`src/uts_pkg.sv`:
```
// ----------------------------------------------------------------------------
// uts_pkg
// Shared types, constants and character-class functions for the UTF-8 text
// sanitizer.
// ----------------------------------------------------------------------------
package uts_pkg;

  // Result slots per job (one more than used): an input byte yields at most an
  // optional space plus three UTF-8 bytes (the allowed set never needs four).
  localparam int unsigned JOB_BYTES = 5;
  localparam int unsigned QUEUE_DEPTH = 2;

  localparam logic [7:0]  SPACE_BYTE   = 8'h20;
  localparam logic [20:0] CP_MAX       = 21'h10FFFF;
  localparam logic [20:0] CP_MIN_2B    = 21'h000080;
  localparam logic [20:0] CP_MIN_3B    = 21'h000800;
  localparam logic [20:0] CP_MIN_4B    = 21'h010000;
  localparam logic [20:0] CP_MAX_1B    = 21'h00007F;
  localparam logic [20:0] CP_MAX_2B    = 21'h0007FF;
  localparam logic [20:0] SURR_LO      = 21'h00D800;
  localparam logic [20:0] SURR_HI      = 21'h00DFFF;
  localparam logic [20:0] RSQUO        = 21'h002019;
  localparam logic [20:0] RDQUO        = 21'h00201D;
  localparam logic [20:0] LSQUO        = 21'h002018;
  localparam logic [20:0] LDQUO        = 21'h00201C;
  localparam logic [20:0] ELLIPSIS     = 21'h002026;
  localparam logic [20:0] INV_EXCL     = 21'h0000A1;
  localparam logic [20:0] INV_QUEST    = 21'h0000BF;
  localparam logic [20:0] LAT1_LO      = 21'h0000C0;
  localparam logic [20:0] LAT1_TIMES   = 21'h0000D7;
  localparam logic [20:0] LAT1_DIVIDE  = 21'h0000F7;
  localparam logic [20:0] LATB_HI      = 21'h00024F;
  localparam logic [20:0] COMB_LO      = 21'h000300;
  localparam logic [20:0] COMB_HI      = 21'h00036F;
  localparam logic [20:0] LATX_LO      = 21'h001E00;
  localparam logic [20:0] LATX_HI      = 21'h001EFF;

  // One queued unit of output work: the result bytes of one input byte.
  typedef struct packed {
    logic [JOB_BYTES-1:0][7:0] bytes;
    logic [2:0]                count;    // 1..4 results
    logic                      present;  // 0 for an end-only marker
    logic                      text_end;
  } job_t;

  typedef struct packed {
    logic push;
    job_t job;
  } job_push_t;

  function automatic logic is_closing(input logic [20:0] c);
    logic r;
    r = 1'b0;
    if (c[20:8] == 13'd0) begin
      case (c[7:0])
        ".", ",", ";", ":", "!", "?", ")", "/", "%": r = 1'b1;
        default: r = 1'b0;
      endcase
    end
    if (c == RSQUO || c == RDQUO) r = 1'b1;
    return r;
  endfunction

  function automatic logic is_allowed(input logic [20:0] c);
    logic r;
    r = 1'b0;
    if (c[20:8] == 13'd0) begin
      case (c[7:0])
        ".", ",", ";", ":", "!", "?", "'", "\"", "-", "(", ")", "/",
        "@", "#", "&", "+", "%": r = 1'b1;
        default: r = ((c[7:0] >= "0") && (c[7:0] <= "9")) ||
                     ((c[7:0] >= "A") && (c[7:0] <= "Z")) ||
                     ((c[7:0] >= "a") && (c[7:0] <= "z"));
      endcase
    end
    if (c == INV_EXCL || c == INV_QUEST || c == LSQUO || c == RSQUO ||
        c == LDQUO || c == RDQUO || c == ELLIPSIS) r = 1'b1;
    if (c >= LAT1_LO && c <= LATB_HI && c != LAT1_TIMES && c != LAT1_DIVIDE) r = 1'b1;
    if (c >= COMB_LO && c <= COMB_HI) r = 1'b1;
    if (c >= LATX_LO && c <= LATX_HI) r = 1'b1;
    return r;
  endfunction

endpackage

```
`src/uts_in_if.sv`:
```
// ----------------------------------------------------------------------------
// uts_in_if
// Input byte channel: valid/ready handshake with the raw byte and end flag.
// ----------------------------------------------------------------------------
interface uts_in_if;
  logic       valid;
  logic       ready;
  logic [7:0] in_byte;
  logic       text_last;

  modport source (output valid, output in_byte, output text_last, input ready);
  modport sink   (input valid, input in_byte, input text_last, output ready);
endinterface

```
`src/uts_out_if.sv`:
```
// ----------------------------------------------------------------------------
// uts_out_if
// Output byte channel: valid/ready handshake with one sanitized result.
// ----------------------------------------------------------------------------
interface uts_out_if;
  logic       valid;
  logic       ready;
  logic [7:0] out_byte;
  logic       byte_present;
  logic       run_last;
  logic       text_end;

  modport source (output valid, output out_byte, output byte_present,
                  output run_last, output text_end, input ready);
  modport sink   (input valid, input out_byte, input byte_present,
                  input run_last, input text_end, output ready);
endinterface

```
`src/utf8_text_sanitizer_top.sv`:
```
// ----------------------------------------------------------------------------
// utf8_text_sanitizer_top
// UTF-8 text sanitizer: strict decode, allowed-set filter, gap-to-space
// folding and re-encode.
// ----------------------------------------------------------------------------
// The block takes one input byte per cycle whenever its two-entry job queue
// has room, and gives one output byte per cycle, while work is queued and the
// receiver is ready, from a registered output stage. Each input byte yields
// zero to four results (a folded space plus up to three UTF-8 bytes, or one
// end marker on the final byte of a text), so the sustained rate is set by
// the serializer; a byte with no results is not queued. The first result of
// a byte is written into the job queue and then into the output register,
// where it waits until it is taken. The decoder resolves a whole byte in the
// cycle it is taken.
// ----------------------------------------------------------------------------
module utf8_text_sanitizer_top
  import uts_pkg::*;
(
  input  logic      clk,
  input  logic      rst,
  uts_in_if.sink    text_in,
  uts_out_if.source text_out
);

  job_push_t push;
  logic      queue_full;
  logic      pop;
  logic      head_valid;
  job_t      head;

  uts_front u_front (
    .clk        (clk),
    .rst        (rst),
    .text_in    (text_in),
    .queue_full (queue_full),
    .push       (push)
  );

  uts_queue u_queue (
    .clk        (clk),
    .rst        (rst),
    .push       (push),
    .pop        (pop),
    .full       (queue_full),
    .head_valid (head_valid),
    .head       (head)
  );

  uts_back u_back (
    .clk        (clk),
    .rst        (rst),
    .head_valid (head_valid),
    .head       (head),
    .pop        (pop),
    .text_out   (text_out)
  );

endmodule

```
`src/uts_front.sv`:
```
// ----------------------------------------------------------------------------
// uts_front
// Decoder front end: validates UTF-8, tracks gap state and builds the full
// result byte list of each input byte combinationally, in the cycle it is taken.
// ----------------------------------------------------------------------------
module uts_front
  import uts_pkg::*;
(
  input  logic       clk,
  input  logic       rst,
  uts_in_if.sink     text_in,
  input  logic       queue_full,
  output job_push_t  push
);

  logic        gap;
  logic        emitted;
  logic [1:0]  need;
  logic [1:0]  seen;
  logic [20:0] part;

  logic        gap_next;
  logic        emitted_next;
  logic [1:0]  need_next;
  logic [1:0]  seen_next;
  logic [20:0] part_next;

  logic        accept;
  logic [7:0]  b;
  logic [1:0]  seen_inc;
  logic [20:0] acc;
  logic        seq_ok;
  logic        cp_take;
  logic [20:0] cp;
  logic        space;
  logic [2:0][7:0] enc;
  logic [1:0]  enc_n;
  job_t        job;

  assign text_in.ready = !queue_full;
  assign accept        = text_in.valid && text_in.ready;
  assign b             = text_in.in_byte;
  assign seen_inc      = seen + 2'd1;
  assign acc           = {part[14:0], b[5:0]};

  // Check a completed multi-byte sequence against its length
  always_comb begin
    case (need)
      2'd1:    seq_ok = acc >= CP_MIN_2B;
      2'd2:    seq_ok = (acc >= CP_MIN_3B) && !((acc >= SURR_LO) && (acc <= SURR_HI));
      2'd3:    seq_ok = (acc >= CP_MIN_4B) && (acc <= CP_MAX);
      default: seq_ok = 1'b0;
    endcase
  end

  // Decode the byte, update the sequence state and build the result list
  always_comb begin
    gap_next     = gap;
    emitted_next = emitted;
    need_next    = need;
    seen_next    = seen;
    part_next    = part;
    cp_take      = 1'b0;
    cp           = {13'd0, b};
    space        = 1'b0;
    enc          = '0;
    enc_n        = 2'd0;

    if (need != 2'd0 && b[7:6] == 2'b10) begin
      // continuation of an open sequence
      part_next = acc;
      seen_next = seen_inc;
      if (seen_inc >= need) begin
        need_next = 2'd0;
        seen_next = 2'd0;
        part_next = '0;
        if (seq_ok) begin
          cp_take = 1'b1;
          cp      = acc;
        end else begin
          gap_next = emitted;
        end
      end
    end else begin
      // a broken sequence fails, then the byte is taken as a new lead
      if (need != 2'd0) begin
        gap_next  = emitted;
        need_next = 2'd0;
        seen_next = 2'd0;
        part_next = '0;
      end
      if (!b[7]) begin
        cp_take = 1'b1;
      end else if (b[7:5] == 3'b110) begin
        need_next = 2'd1;
        seen_next = 2'd0;
        part_next = {16'd0, b[4:0]};
      end else if (b[7:4] == 4'b1110) begin
        need_next = 2'd2;
        seen_next = 2'd0;
        part_next = {17'd0, b[3:0]};
      end else if (b[7:3] == 5'b11110) begin
        need_next = 2'd3;
        seen_next = 2'd0;
        part_next = {18'd0, b[2:0]};
      end else begin
        gap_next = emitted;
      end
    end

    // Filter against the allowed set and re-encode (at most three bytes)
    if (cp_take) begin
      if (!is_allowed(cp)) begin
        gap_next = emitted;
      end else begin
        space = gap_next && !is_closing(cp);
        if (cp <= CP_MAX_1B) begin
          enc[0] = cp[7:0];
          enc_n  = 2'd1;
        end else if (cp <= CP_MAX_2B) begin
          enc[0] = {3'b110, cp[10:6]};
          enc[1] = {2'b10, cp[5:0]};
          enc_n  = 2'd2;
        end else begin
          enc[0] = {4'b1110, cp[15:12]};
          enc[1] = {2'b10, cp[11:6]};
          enc[2] = {2'b10, cp[5:0]};
          enc_n  = 2'd3;
        end
        gap_next     = 1'b0;
        emitted_next = 1'b1;
      end
    end

    job.bytes[0] = space ? SPACE_BYTE : enc[0];
    job.bytes[1] = space ? enc[0] : enc[1];
    job.bytes[2] = space ? enc[1] : enc[2];
    job.bytes[3] = space ? enc[2] : 8'd0;
    job.bytes[4] = 8'd0;
    job.count    = {1'b0, enc_n} + {2'd0, space};
    job.present  = 1'b1;
    job.text_end = 1'b0;

    // End of text: mark the last result, or send a marker; clear all state
    if (text_in.text_last) begin
      job.text_end = 1'b1;
      if (job.count == 3'd0) begin
        job.count   = 3'd1;
        job.present = 1'b0;
        job.bytes   = '0;
      end
      gap_next     = 1'b0;
      emitted_next = 1'b0;
      need_next    = 2'd0;
      seen_next    = 2'd0;
      part_next    = '0;
    end
  end

  assign push.push = accept && (job.count != 3'd0);
  assign push.job  = job;

  // Advance decoder state on each transfer
  always_ff @(posedge clk) begin
    if (rst) begin
      gap     <= 1'b0;
      emitted <= 1'b0;
      need    <= 2'd0;
      seen    <= 2'd0;
      part    <= '0;
    end else if (accept) begin
      gap     <= gap_next;
      emitted <= emitted_next;
      need    <= need_next;
      seen    <= seen_next;
      part    <= part_next;
    end
  end

endmodule

```
`src/uts_queue.sv`:
```
// ----------------------------------------------------------------------------
// uts_queue
// Two-entry job queue between the decoder front end and the byte serializer.
// ----------------------------------------------------------------------------
module uts_queue
  import uts_pkg::*;
(
  input  logic      clk,
  input  logic      rst,
  input  job_push_t push,
  input  logic      pop,
  output logic      full,
  output logic      head_valid,
  output job_t      head
);

  job_t       entries [QUEUE_DEPTH];
  logic       wr_ptr;
  logic       rd_ptr;
  logic [1:0] fill;

  assign full       = fill == 2'(QUEUE_DEPTH);
  assign head_valid = fill != 2'd0;
  assign head       = entries[rd_ptr];

  // Hold job payloads
  always_ff @(posedge clk) begin
    if (push.push) begin
      entries[wr_ptr] <= push.job;
    end
  end

  // Advance pointers and fill level
  always_ff @(posedge clk) begin
    if (rst) begin
      wr_ptr <= 1'b0;
      rd_ptr <= 1'b0;
      fill   <= 2'd0;
    end else begin
      if (push.push) wr_ptr <= wr_ptr + 1'b1;
      if (pop)       rd_ptr <= rd_ptr + 1'b1;
      if (push.push && !pop)      fill <= fill + 2'd1;
      else if (!push.push && pop) fill <= fill - 2'd1;
    end
  end

endmodule

```
`src/uts_back.sv`:
```
// ----------------------------------------------------------------------------
// uts_back
// Byte serializer: walks the head job one byte per cycle into the output
// register, unless that register holds a byte the receiver has not taken.
// ----------------------------------------------------------------------------
module uts_back
  import uts_pkg::*;
(
  input  logic      clk,
  input  logic      rst,
  input  logic      head_valid,
  input  job_t      head,
  output logic      pop,
  uts_out_if.source text_out
);

  logic [2:0] idx;
  logic       load;
  logic       final_byte;
  logic [7:0] sel_byte;
  logic       out_valid;
  logic [7:0] out_byte;
  logic       byte_present;
  logic       run_last;
  logic       text_end;

  assign load       = head_valid && (!out_valid || text_out.ready);
  assign final_byte = (idx + 3'd1) == head.count;
  assign pop        = load && final_byte;

  // Pick the current byte of the head job
  always_comb begin
    case (idx)
      3'd0:    sel_byte = head.bytes[0];
      3'd1:    sel_byte = head.bytes[1];
      3'd2:    sel_byte = head.bytes[2];
      3'd3:    sel_byte = head.bytes[3];
      3'd4:    sel_byte = head.bytes[4];
      default: sel_byte = 8'd0;
    endcase
  end

  // Hold the output register; advance the byte index
  always_ff @(posedge clk) begin
    if (rst) begin
      out_valid <= 1'b0;
      idx       <= 3'd0;
    end else begin
      if (load) begin
        out_valid <= 1'b1;
        idx       <= final_byte ? 3'd0 : idx + 3'd1;
      end else if (text_out.ready) begin
        out_valid <= 1'b0;
      end
    end
  end

  always_ff @(posedge clk) begin
    if (load) begin
      out_byte     <= sel_byte;
      byte_present <= head.present;
      run_last     <= final_byte;
      text_end     <= final_byte && head.text_end;
    end
  end

  assign text_out.valid        = out_valid;
  assign text_out.out_byte     = out_byte;
  assign text_out.byte_present = byte_present;
  assign text_out.run_last     = run_last;
  assign text_out.text_end     = text_end;

endmodule

```
`src/flat_wrapper.sv`:
```
// flat-port wrapper written by rule: the top's interface ports become plain ports
module utf8_text_sanitizer_top_flat import uts_pkg::*;
  (clk, rst, text_in_valid, text_in_in_byte, text_in_text_last, text_in_ready, text_out_valid, text_out_out_byte, text_out_byte_present, text_out_run_last, text_out_text_end, text_out_ready);
  uts_in_if text_in_i ();
  uts_out_if text_out_i ();
  input  logic clk;
  input  logic rst;
  input wire logic [$bits(text_in_i.valid)-1:0] text_in_valid;
  input wire logic [$bits(text_in_i.in_byte)-1:0] text_in_in_byte;
  input wire logic [$bits(text_in_i.text_last)-1:0] text_in_text_last;
  output wire logic [$bits(text_in_i.ready)-1:0] text_in_ready;
  output wire logic [$bits(text_out_i.valid)-1:0] text_out_valid;
  output wire logic [$bits(text_out_i.out_byte)-1:0] text_out_out_byte;
  output wire logic [$bits(text_out_i.byte_present)-1:0] text_out_byte_present;
  output wire logic [$bits(text_out_i.run_last)-1:0] text_out_run_last;
  output wire logic [$bits(text_out_i.text_end)-1:0] text_out_text_end;
  input wire logic [$bits(text_out_i.ready)-1:0] text_out_ready;
  assign text_in_i.valid = text_in_valid;
  assign text_in_i.in_byte = text_in_in_byte;
  assign text_in_i.text_last = text_in_text_last;
  assign text_in_ready = text_in_i.ready;
  assign text_out_valid = text_out_i.valid;
  assign text_out_out_byte = text_out_i.out_byte;
  assign text_out_byte_present = text_out_i.byte_present;
  assign text_out_run_last = text_out_i.run_last;
  assign text_out_text_end = text_out_i.text_end;
  assign text_out_i.ready = text_out_ready;
  utf8_text_sanitizer_top u_core (.clk(clk), .rst(rst), .text_in(text_in_i), .text_out(text_out_i));
endmodule
```
`config.mk`:
```
export PLATFORM = sky130hd
export DESIGN_NAME = utf8_text_sanitizer_top_flat
export DESIGN_NICKNAME = d
export VERILOG_FILES = /design/src/uts_pkg.sv /design/src/uts_in_if.sv /design/src/uts_out_if.sv /design/src/utf8_text_sanitizer_top.sv /design/src/uts_front.sv /design/src/uts_queue.sv /design/src/uts_back.sv /design/src/flat_wrapper.sv
export SDC_FILE = /design/constraint.sdc
export NUM_CORES = 1
export LEC_CHECK = 0
export ABC_CLOCK_PERIOD_IN_PS = 12300
export BUFFER_PORTS_ARGS = -buffer_cell sky130_fd_sc_hd__buf_4
export CORE_AREA = 2 2 105 107
export CTS_BUF_LIST = sky130_fd_sc_hd__clkbuf_4
export DETAILED_ROUTE_END_ITERATION = 7
export DIE_AREA = 0 0 107 109
export PLACE_DENSITY_LB_ADDON = 0.3
export SLEW_MARGIN = 20
export SYNTH_ARGS = -nofsm -noshare
export SYNTH_HDL_FRONTEND = slang
export SYNTH_SLANG_ARGS = --single-unit
```
`constraint.sdc`:
```
create_clock -name clk -period 12.3 [get_ports clk]
set_input_delay 2.46 -clock clk [delete_from_list [all_inputs] [get_ports clk]]
set_output_delay 2.46 -clock clk [all_outputs]
set_load 0.005 [all_outputs]
```
==> flow_metrics.py, run 1 <==
metrics = {
    "clocking": {
        "clk_latency_ns": 0.46,
        "clk_pin_slew_worst_paths_ns": 0.16,
        "clock_path_buffers": 2,
        "root_buffer": "clkbuf_4",
        "cts_tree": "done",
        "cts_sinks": 111,
        "cts_hold_buf": 0,
        "postCtsSetupBuffers": 0,
        "ctsResizeCount": 0,
        "numCtsBuffers": 9,
        "htreeDepth": 3,
    },
    "critical_path": {
        "cp.required_ns": 12.70,
        "critPathArrivalTime_ns": 6.70,
        "rr_startpoint": "u_core.u_front.part[10]",
        "start_kind": "input pin",
        "r2r_end": "u_core.u_queue.fill[1]",
        "r2r_cells": 15,
        "path_class": "input pin to register",
        "r2r_setup_slack_ns": 7.29,
        "crit_path_end_kind": "register",
        "crit_fanout": 21,
    },
    "logic_synthesis": {
        "synth_compound_area_frac": 0.153,
        "seq_area_frac_synth": 0.531,
        "syn_nets": 551,
        "avgSynthCellArea_um2": 10.8,
        "ys.warnings.count": 0,
        "synthAdderAreaFrac": 0.0219,
        "ys_types": 63,
        "syn_area_um2": 5720,
        "synthSimpleGateAreaFrac": 0.175,
        "synth_top_family_by_area": "simple AND/OR/NAND/NOR gates",
        "synthArstFlopShare": 0,
        "muxShareOfSynthArea": 0.0725,
        "ys_dominant_reg_cell": "edfxtp_1",
        "synth_xor_area_frac": 0.0138,
        "synth_edf_count": 81,
        "synth_cells": 528,
        "ys_seq_elements": 111,
    },
    "route": {
        "viasPerCell": 6.12,
        "first_pass_iters": 5,
        "drt-initial-drc-count": 323,
        "wire_per_inst_um": 19.4,
        "drc": 0,
        "vias": 4124,
        "drt_wl_total_um": 13100,
        "antenna_left": 0,
    },
    "flow_run": {
        "cap_violations": 0,
    },
    "global_route": {
        "grt.busiest_layer": "met2",
        "track_usage": 0.233,
        "gr-usage-met3": 0.0395,
        "globalRouteOverflowTotal": 0,
        "antenna_found_initial": 0,
        "grt_max_degree": 36,
        "grt_pass1_wl_um": 20400,
        "grt_pass1_vias": 3864,
        "grt_use_met1": 0.305,
        "use_met2": 0.396,
    },
    "layout": {
        "antennaDiodeCount": 0,
        "areaGrowthSynthToFinish_pct": 6.61,
        "fillCellCount": 914,
        "layout-drive-gt1-share": 0.165,
        "seq_area_um2": 3030,
        "final_cell_mix": "81 x edfxtp_1, 65 x nor2_1, 38 x nand2_1, 30 x dfxtp_1, 29 x buf_4",
        "final_common_cell": "edfxtp_1",
        "multi_input_area_um2": 2510,
        "nets": 552,
        "instances_no_fill": 674,
    },
    "timing": {
        "relSlewSlack": 0.388,
        "tightest_slew_ns": 0.917,
        "rsz0062_at_grt": "false",
        "fin_crit_sh": 0.512,
        "final-max-slew-violation-count": 0,
        "fmax_mhz": 159,
        "fin_tns_setup_ns": 0,
        "finalSetupViolCount": 0,
        "hold_violations": 0,
        "finClkSkew_ns": 0.0204,
        "finalCriticalPeriod_ns": 6.30,
    },
    "die": {
        "fp.dieH_um": 109,
        "core_um2": 10600,
        "die_w_um": 107,
        "initial_core_util": 0.539,
        "dieArea_um2": 11700,
        "num_rows": 38,
        "num_io_pins": 26,
    },
    "place": {
        "gp_congestion": 0.871,
        "io_buffers": 25,
        "dp.cells": 658,
        "hpwl_um": 9180,
    },
    "min_path": {
        "hold_end": "u_core.u_front.emitted",
        "hp-start": "u_core.u_front.emitted",
        "worstHoldPathCells": 2,
        "hp-class": "register to register",
    },
    "power_and_ir_drop": {
        "total_power_mw": 0.891,
        "total_leakage_power_nw": 2.09,
        "p_per_area_nw_per_um2": 146,
        "vdd_drop_max_v": 0.0000704,
    },
    "status": {
        "status": "completed",
    },
}
-- cells by family (layout without fill, tap and decap cells) --
group / count (synthesis) / count (layout)
AND/OR/NAND/NOR: 191 / 191
AO/OA/AOI/OAI: 120 / 120
flip-flops: 111 / 111
buffers and inverters: 49 / 55
multiplexers: 38 / 38
adder cells (fa/ha/maj): 10 / 10
XOR/XNOR: 9 / 9
-- sequential cells by signal, summed over array words and instances, names as in the netlist, 2 cells and up, named ones only --
register and count:
u_core.u_back.idx 3, u_core.u_front.seen 2, u_core.u_back.text_out.out_byte 8, u_core.u_queue.entries 70
u_core.u_front.need 2, u_core.u_front.part 15, u_core.u_queue.fill 2
-- worst max-delay path, cell delays in order --
cell and delay (ns):
buf_4 0.23, nand2b_1 0.14, nor2_1 0.35, nand4_1 0.29, nor2_1 0.46, a2111o_1 0.24
nand4_2 0.15, o21ai_1 0.34, nor2_1 0.08, ha_1 0.22, ha_1 0.32, nor4_1 0.44
nor2_1 0.14, ha_1 0.34, or3_1 0.35, a21oi_1 0.14
-- per-stage QoR --
step	hold WS, ns	area [µm²]	utilization	setup slack, ns
after floorplan	0.446	5720	-	4.57
after global placement	0.471	5970	0.563	5.75
after detailed placement	0.482	5970	0.563	5.61
after CTS	0.515	6090	0.575	6.11
after global routing	0.540	6090	0.575	5.75
final	0.513	6090	0.575	6.00
-- Yosys cell counts, types with 11 or more instances --
master | instances | area share
nor3_1 | 14 | 0.012
edfxtp_1 | 81 | 0.43
and2_1 | 12 | 0.013
mux2_2 | 27 | 0.053
dfxtp_1 | 30 | 0.11
a22oi_1 | 27 | 0.035
o21ai_0 | 18 | 0.016
nand2_1 | 38 | 0.025
mux2i_1 | 11 | 0.019
nor2_1 | 65 | 0.043
clkbuf_1 | 33 | 0.022
a21oi_1 | 20 | 0.018
-- worst max path at each step --
stage | from | to | slack (ns) | cells past startpoint
2_1_floorplan | text_in_in_byte[6] | u_core.u_queue.entries[0][0] | 4.57 | 13
3_3_place_gp | text_in_in_byte[7] | u_core.u_queue.fill[1] | 5.75 | 16
3_5_place_dp | text_in_in_byte[7] | u_core.u_queue.fill[1] | 5.61 | 16
4_1_cts | text_in_in_byte[7] | u_core.u_queue.fill[1] | 6.11 | 16
5_1_grt | text_in_in_byte[7] | u_core.u_queue.fill[1] | 5.75 | 17
6_report | text_in_in_byte[7] | u_core.u_queue.fill[1] | 6.00 | 16
-- where the power goes --
part / internal, mW / switching, mW / total, mW
combinational: 0.103 / 0.137 / 0.240
sequential: 0.469 / 0.0205 / 0.490
clock: 0.0436 / 0.118 / 0.161
-- cell type report --
type / instances / share of cell area
inverter: 10 / 0.00616
multi-input combinational: 368 / 0.411
clock inverter: 7 / 0.00924
sequential: 111 / 0.498
timing repair buffer: 29 / 0.0357
tap: 140 / 0.0287
clock buffer: 9 / 0.0111
-- metal layers --
layer,share of wire,vias up
met3,0.047,15
met5,0,-
met4,0.013,0
li1,-,1989
met1,0.44,1993
met2,0.50,127
Power figures use the tool's default switching activity.
==> run 2: changes to the inputs <==
- ABC_CLOCK_PERIOD_IN_PS: 12300 -> 5900
- clock period: 12.3 -> 5.9 ns (I/O delays scaled with it)
==> run 2 against run 1 <==
- first-iteration DRC count fell by 22%
- via count grew 1.0%
- clock skew increased by 0.0019 ns
- sequential share of layout area is 0.70 points lower
- sequential power grew 110%
- register-to-register slack worse by 6.4 ns
- hold slack worse by 0.0075 ns
- sequential cell count is the same
- largest power group unchanged
- die area unchanged
==> flow_metrics.py, run 2 (synthesis results as in run 1) <==
metrics = {
    "global_route": {
        "antenna_found_initial": 0,
        "grt_pass1_vias": 4025,
        "grt_pass1_wl_um": 21300,
        "globalRouteOverflowTotal": 0,
        "track_usage": 0.242,
        "grt_max_degree": 36,
    },
    "power_and_ir_drop": {
        "total_leakage_power_nw": 2.14,
        "p_sw_frac": 0.286,
        "p_comb_frac": 0.254,
        "p_sw_mw": 0.565,
        "clock_power_share": 0.229,
        "pwr-share-seq": 0.516,
        "p_per_area_nw_per_um2": 320,
        "total_power_mw": 1.98,
        "vdd_drop_max_v": 0.000178,
        "p_int_mw": 1.41,
    },
    "place": {
        "dp.cells": 661,
        "hpwl_um": 9240,
        "gp_congestion": 0.925,
        "io_buffers": 25,
        "place_ws_ns": 0.524,
    },
    "die": {
        "num_rows": 38,
        "dieArea_um2": 11700,
        "core_um2": 10600,
        "fp.dieH_um": 109,
        "num_io_pins": 26,
        "die_w_um": 107,
        "initial_core_util": 0.539,
    },
    "layout": {
        "final_common_cell": "edfxtp_1",
        "top_regs": "u_core.u_queue.entries x70, u_core.u_front.part x15, u_core.u_back.text_out.out_byte x8",
        "largest_register": "u_core.u_queue.entries",
        "instances_no_fill": 677,
        "final_cell_mix": "81 x edfxtp_1, 65 x nor2_1, 38 x nand2_1, 32 x buf_4, 30 x dfxtp_1",
        "layout-drive-gt1-share": 0.166,
        "nets": 555,
        "seq_area_um2": 3030,
        "largest_reg_flops": 70,
        "antennaDiodeCount": 0,
        "fillCellCount": 921,
        "multi_input_area_um2": 2510,
        "areaGrowthSynthToFinish_pct": 8.12,
    },
    "timing": {
        "fmax_mhz": 199,
        "fin_tns_setup_ns": 0,
        "rsz0062_at_grt": "false",
        "fin_crit_sh": 0.851,
        "finalSetupViolCount": 0,
        "hold_violations": 0,
        "hold_slack_ns": 0.505,
        "setup_ws_ns": 0.878,
        "final-max-slew-violation-count": 0,
        "finClkSkew_ns": 0.0222,
        "finalCriticalPeriod_ns": 5.02,
        "relSlewSlack": 0.401,
        "tightest_slew_ns": 0.896,
    },
    "route": {
        "antenna_left": 0,
        "drt_wl_total_um": 13200,
        "first_pass_iters": 5,
        "drt-initial-drc-count": 253,
        "wire_per_inst_um": 19.5,
        "viasPerCell": 6.16,
        "vias": 4167,
        "drc": 0,
    },
    "clocking": {
        "postCtsSetupBuffers": 0,
        "cts_sinks": 111,
        "clk_pin_slew_worst_paths_ns": 0.16,
        "cts_tree": "done",
        "clk_latency_ns": 0.46,
        "numCtsBuffers": 9,
        "ctsResizeCount": 0,
        "cts_hold_buf": 0,
        "htreeDepth": 3,
        "root_buffer": "clkbuf_4",
        "clock_path_buffers": 2,
    },
    "critical_path": {
        "crit_path_end_kind": "register",
        "start_kind": "register",
        "r2r_setup_slack_ns": 0.88,
        "cp.required_ns": 6.31,
        "r2r_cells": 15,
        "path_class": "register to register",
        "crit_fanout": 8,
        "critPathArrivalTime_ns": 5.43,
    },
    "flow_run": {
        "cap_violations": 0,
    },
    "status": {
        "status": "completed",
    },
    "min_path": {
        "worstHoldPathCells": 2,
        "hp-class": "register to register",
    },
}
[run 2: routing by layer]
layer,up-vias,global-route usage,part of all wire
li1,1994,-,-
met1,2037,0.311,0.43
met2,114,0.416,0.51
met3,22,0.0371,0.045
met4,0,0.0909,0.019
met5,-,0,0
[run 2: final cells by class]
type	instances	share of cell area
Clock inverter	6	0.0172
Timing Repair Buffer	32	0.0389
Clock buffer	10	0.0121
Inverter	10	0.00607
Sequential cell	111	0.491
Multi-Input combinational cell	368	0.407
Tap cell	140	0.0283
[run 2: path summary, 6_finish.rpt]
kind	end	start
worst min-delay path	u_core.u_front.emitted	u_core.u_front.emitted
worst max register to register	u_core.u_queue.fill[1]	u_core.u_front.part[10]
worst max-delay path	u_core.u_queue.fill[1]	u_core.u_front.part[10]
worst min register to register	u_core.u_front.emitted	u_core.u_front.emitted
[run 2: power groups by stage]
| stage | clock network, mW | registers, mW | logic (mW) |
|---|---|---|---|
| after floorplan | 0 | 1.04 | 0.330 |
| final | 0.454 | 1.02 | 0.503 |
| after global routing | 0.496 | 1.03 | 0.555 |
| after detailed placement | 0 | 1.04 | 0.503 |
| after CTS | 0.461 | 1.02 | 0.509 |
| after global placement | 0 | 1.03 | 0.492 |
[run 2: per-stage QoR]
step,instance area (µm²),utilization
6_report,6180,0.583
3_3_place_gp,6000,0.566
5_1_grt,6180,0.583
2_1_floorplan,5720,-
4_1_cts,6180,0.583
3_5_place_dp,6000,0.566
[run 2: worst max-delay path, stage by stage (launching register included)]
cell,delay [ns]
dfxtp_1,0.37
nor4_4,0.50
nand4_2,0.26
or3_1,0.50
a31oi_4,0.35
mux2i_1,0.27
nand4_2,0.18
o21ai_1,0.39
nor2_1,0.09
ha_1,0.22
ha_1,0.31
nor4_1,0.53
nor2_1,0.16
ha_1,0.35
or3_1,0.35
a21oi_1,0.14
==> run 3: changes to the inputs <==
- PLACE_DENSITY: default -> 0.72
- PLACE_DENSITY_LB_ADDON: 0.3 -> default
==> run 3 against run 2 <==
- clock-buffer cell count is 1 lower
- critical path depth increased by 2
- worst setup slack improved by 0.055 ns
==> flow_metrics.py, run 3 (synthesis results as in run 1) <==
metrics = {
    "status": {
        "status": "completed",
    },
    "die": {
        "num_rows": 38,
        "core_um2": 10600,
        "dieArea_um2": 11700,
        "num_io_pins": 26,
        "fp.dieH_um": 109,
        "die_w_um": 107,
        "initial_core_util": 0.539,
    },
    "timing": {
        "setup_ws_ns": 0.933,
        "hold_slack_ns": 0.513,
        "final-max-slew-violation-count": 0,
        "hold_violations": 0,
        "fin_crit_sh": 0.842,
        "finalSetupViolCount": 0,
        "finClkSkew_ns": 0.0157,
        "tightest_slew_ns": 0.887,
        "fin_tns_setup_ns": 0,
        "finalCriticalPeriod_ns": 4.97,
        "rsz0062_at_grt": "false",
        "fmax_mhz": 201,
        "relSlewSlack": 0.407,
    },
    "route": {
        "drt_wl_total_um": 12400,
        "vias": 4123,
        "antenna_left": 0,
        "viasPerCell": 6.11,
        "drt-initial-drc-count": 356,
        "drc": 0,
        "first_pass_iters": 5,
        "wire_per_inst_um": 18.4,
    },
    "power_and_ir_drop": {
        "total_leakage_power_nw": 2.11,
        "p_sw_mw": 0.580,
        "p_per_area_nw_per_um2": 305,
        "p_comb_frac": 0.267,
        "total_power_mw": 1.87,
        "vdd_drop_max_v": 0.000145,
        "p_sw_frac": 0.311,
        "p_int_mw": 1.29,
        "clock_power_share": 0.186,
        "pwr-share-seq": 0.547,
    },
    "place": {
        "dp.cells": 659,
        "postPlaceCellArea_um2": 5980,
        "place_ws_ns": 0.482,
        "hpwl_um": 8770,
        "gp_congestion": 0.959,
        "io_buffers": 25,
    },
    "critical_path": {
        "crit_path_end_kind": "register",
        "cp.required_ns": 6.33,
        "rr_startpoint": "u_core.u_front.part[10]",
        "start_kind": "input pin",
        "cp_common_cell": "nor2_1",
        "crit_fanout": 21,
        "r2r_setup_slack_ns": 0.97,
        "critPathSlowestCell": "nor4_1",
        "path_class": "input pin to register",
        "path_cells": "buf_4 > nand2b_1 > nor2_1 > nand4_1 > nor2_1 > buf_4 > a2111o_1 > nand4_2 > o21ai_1 > nor2_1 > ha_1 > ha_1 > nor4_1 > nor2_1 > ha_1 > or3_1 > a21oi_1",
        "r2r_end": "u_core.u_queue.fill[1]",
        "critPathArrivalTime_ns": 5.39,
        "r2r_cells": 15,
        "slowest_delay_ns": 0.54,
    },
    "clocking": {
        "root_buffer": "clkbuf_4",
        "cts_hold_buf": 0,
        "htreeDepth": 3,
        "ctsResizeCount": 0,
        "postCtsSetupBuffers": 0,
        "cts_tree": "done",
        "cts_sinks": 111,
        "clk_pin_slew_worst_paths_ns": 0.16,
        "clock_path_buffers": 2,
        "numCtsBuffers": 9,
        "clk_latency_ns": 0.48,
    },
    "global_route": {
        "track_usage": 0.227,
        "grt_max_degree": 36,
        "grt_pass1_vias": 3983,
        "antenna_found_initial": 0,
        "grt_pass1_wl_um": 20300,
        "globalRouteOverflowTotal": 0,
    },
    "layout": {
        "fillCellCount": 910,
        "largest_register": "u_core.u_queue.entries",
        "areaGrowthSynthToFinish_pct": 6.85,
        "instances_no_fill": 675,
        "seq_area_um2": 3030,
        "final_cell_mix": "81 x edfxtp_1, 65 x nor2_1, 38 x nand2_1, 30 x dfxtp_1, 30 x buf_4",
        "largest_reg_flops": 70,
        "final_common_cell": "edfxtp_1",
        "nets": 553,
        "final_util": 0.576,
        "antennaDiodeCount": 0,
        "layout-drive-gt1-share": 0.164,
        "multi_input_area_um2": 2510,
        "top_regs": "u_core.u_queue.entries x70, u_core.u_front.part x15, u_core.u_back.text_out.out_byte x8",
        "design_area_um2": 6110,
    },
    "min_path": {
        "worstHoldPathCells": 2,
        "hold_end": "u_core.u_front.emitted",
        "hp-start": "u_core.u_front.emitted",
        "hp-class": "register to register",
    },
    "flow_run": {
        "cap_violations": 0,
    },
}
==> run 3: routing by layer <==
metal  vias up  global-route usage  wire length, µm
met5         -                   0                0
li1       1993                   -                -
met4         0              0.0798              235
met3        16              0.0383              640
met2       147               0.374             6080
met1      1967               0.307             5470
==> run 3: final cells by class <==
| class | instances | share of cell area |
|---|---|---|
| Clock inverter | 7 | 0.00922 |
| Multi-Input combinational cell | 368 | 0.411 |
| Timing Repair Buffer | 30 | 0.0369 |
| Sequential cell | 111 | 0.497 |
| Inverter | 10 | 0.00615 |
| Clock buffer | 9 | 0.0111 |
| Tap cell | 140 | 0.0287 |
==> run 3: critical path: cells and delay by family <==
kind                       cells  cell delay [ns]
and+or+nand+nor                9             2.24
adders and majority gates      3             0.86
AOI/OAI and AO/OA              3             0.67
buffers and inverters          2             0.39
==> run 3: how the worst max path moves through the flow <==
stage / to / slack (ns) / start
final: u_core.u_queue.fill[1] / 0.93 / text_in_in_byte[7]
after global routing: u_core.u_queue.fill[1] / 0.69 / text_in_in_byte[7]
after CTS: u_core.u_queue.fill[1] / 0.99 / u_core.u_front.part[10]
after detailed placement: u_core.u_queue.fill[1] / 0.48 / text_in_in_byte[7]
after global placement: u_core.u_queue.fill[1] / 0.65 / text_in_in_byte[7]
after floorplan: u_core.u_queue.entries[0][0] / 0.53 / text_in_in_byte[6]
==> run 3: power groups by stage <==
| stage | logic (mW) | clock network (mW) | registers, mW |
|---|---|---|---|
| floorplan | 0.330 | 0 | 1.04 |
| global placement | 0.490 | 0 | 1.04 |
| detailed placement | 0.501 | 0 | 1.04 |
| CTS | 0.504 | 0.356 | 1.02 |
| global route | 0.552 | 0.391 | 1.03 |
| finish | 0.498 | 0.346 | 1.02 |
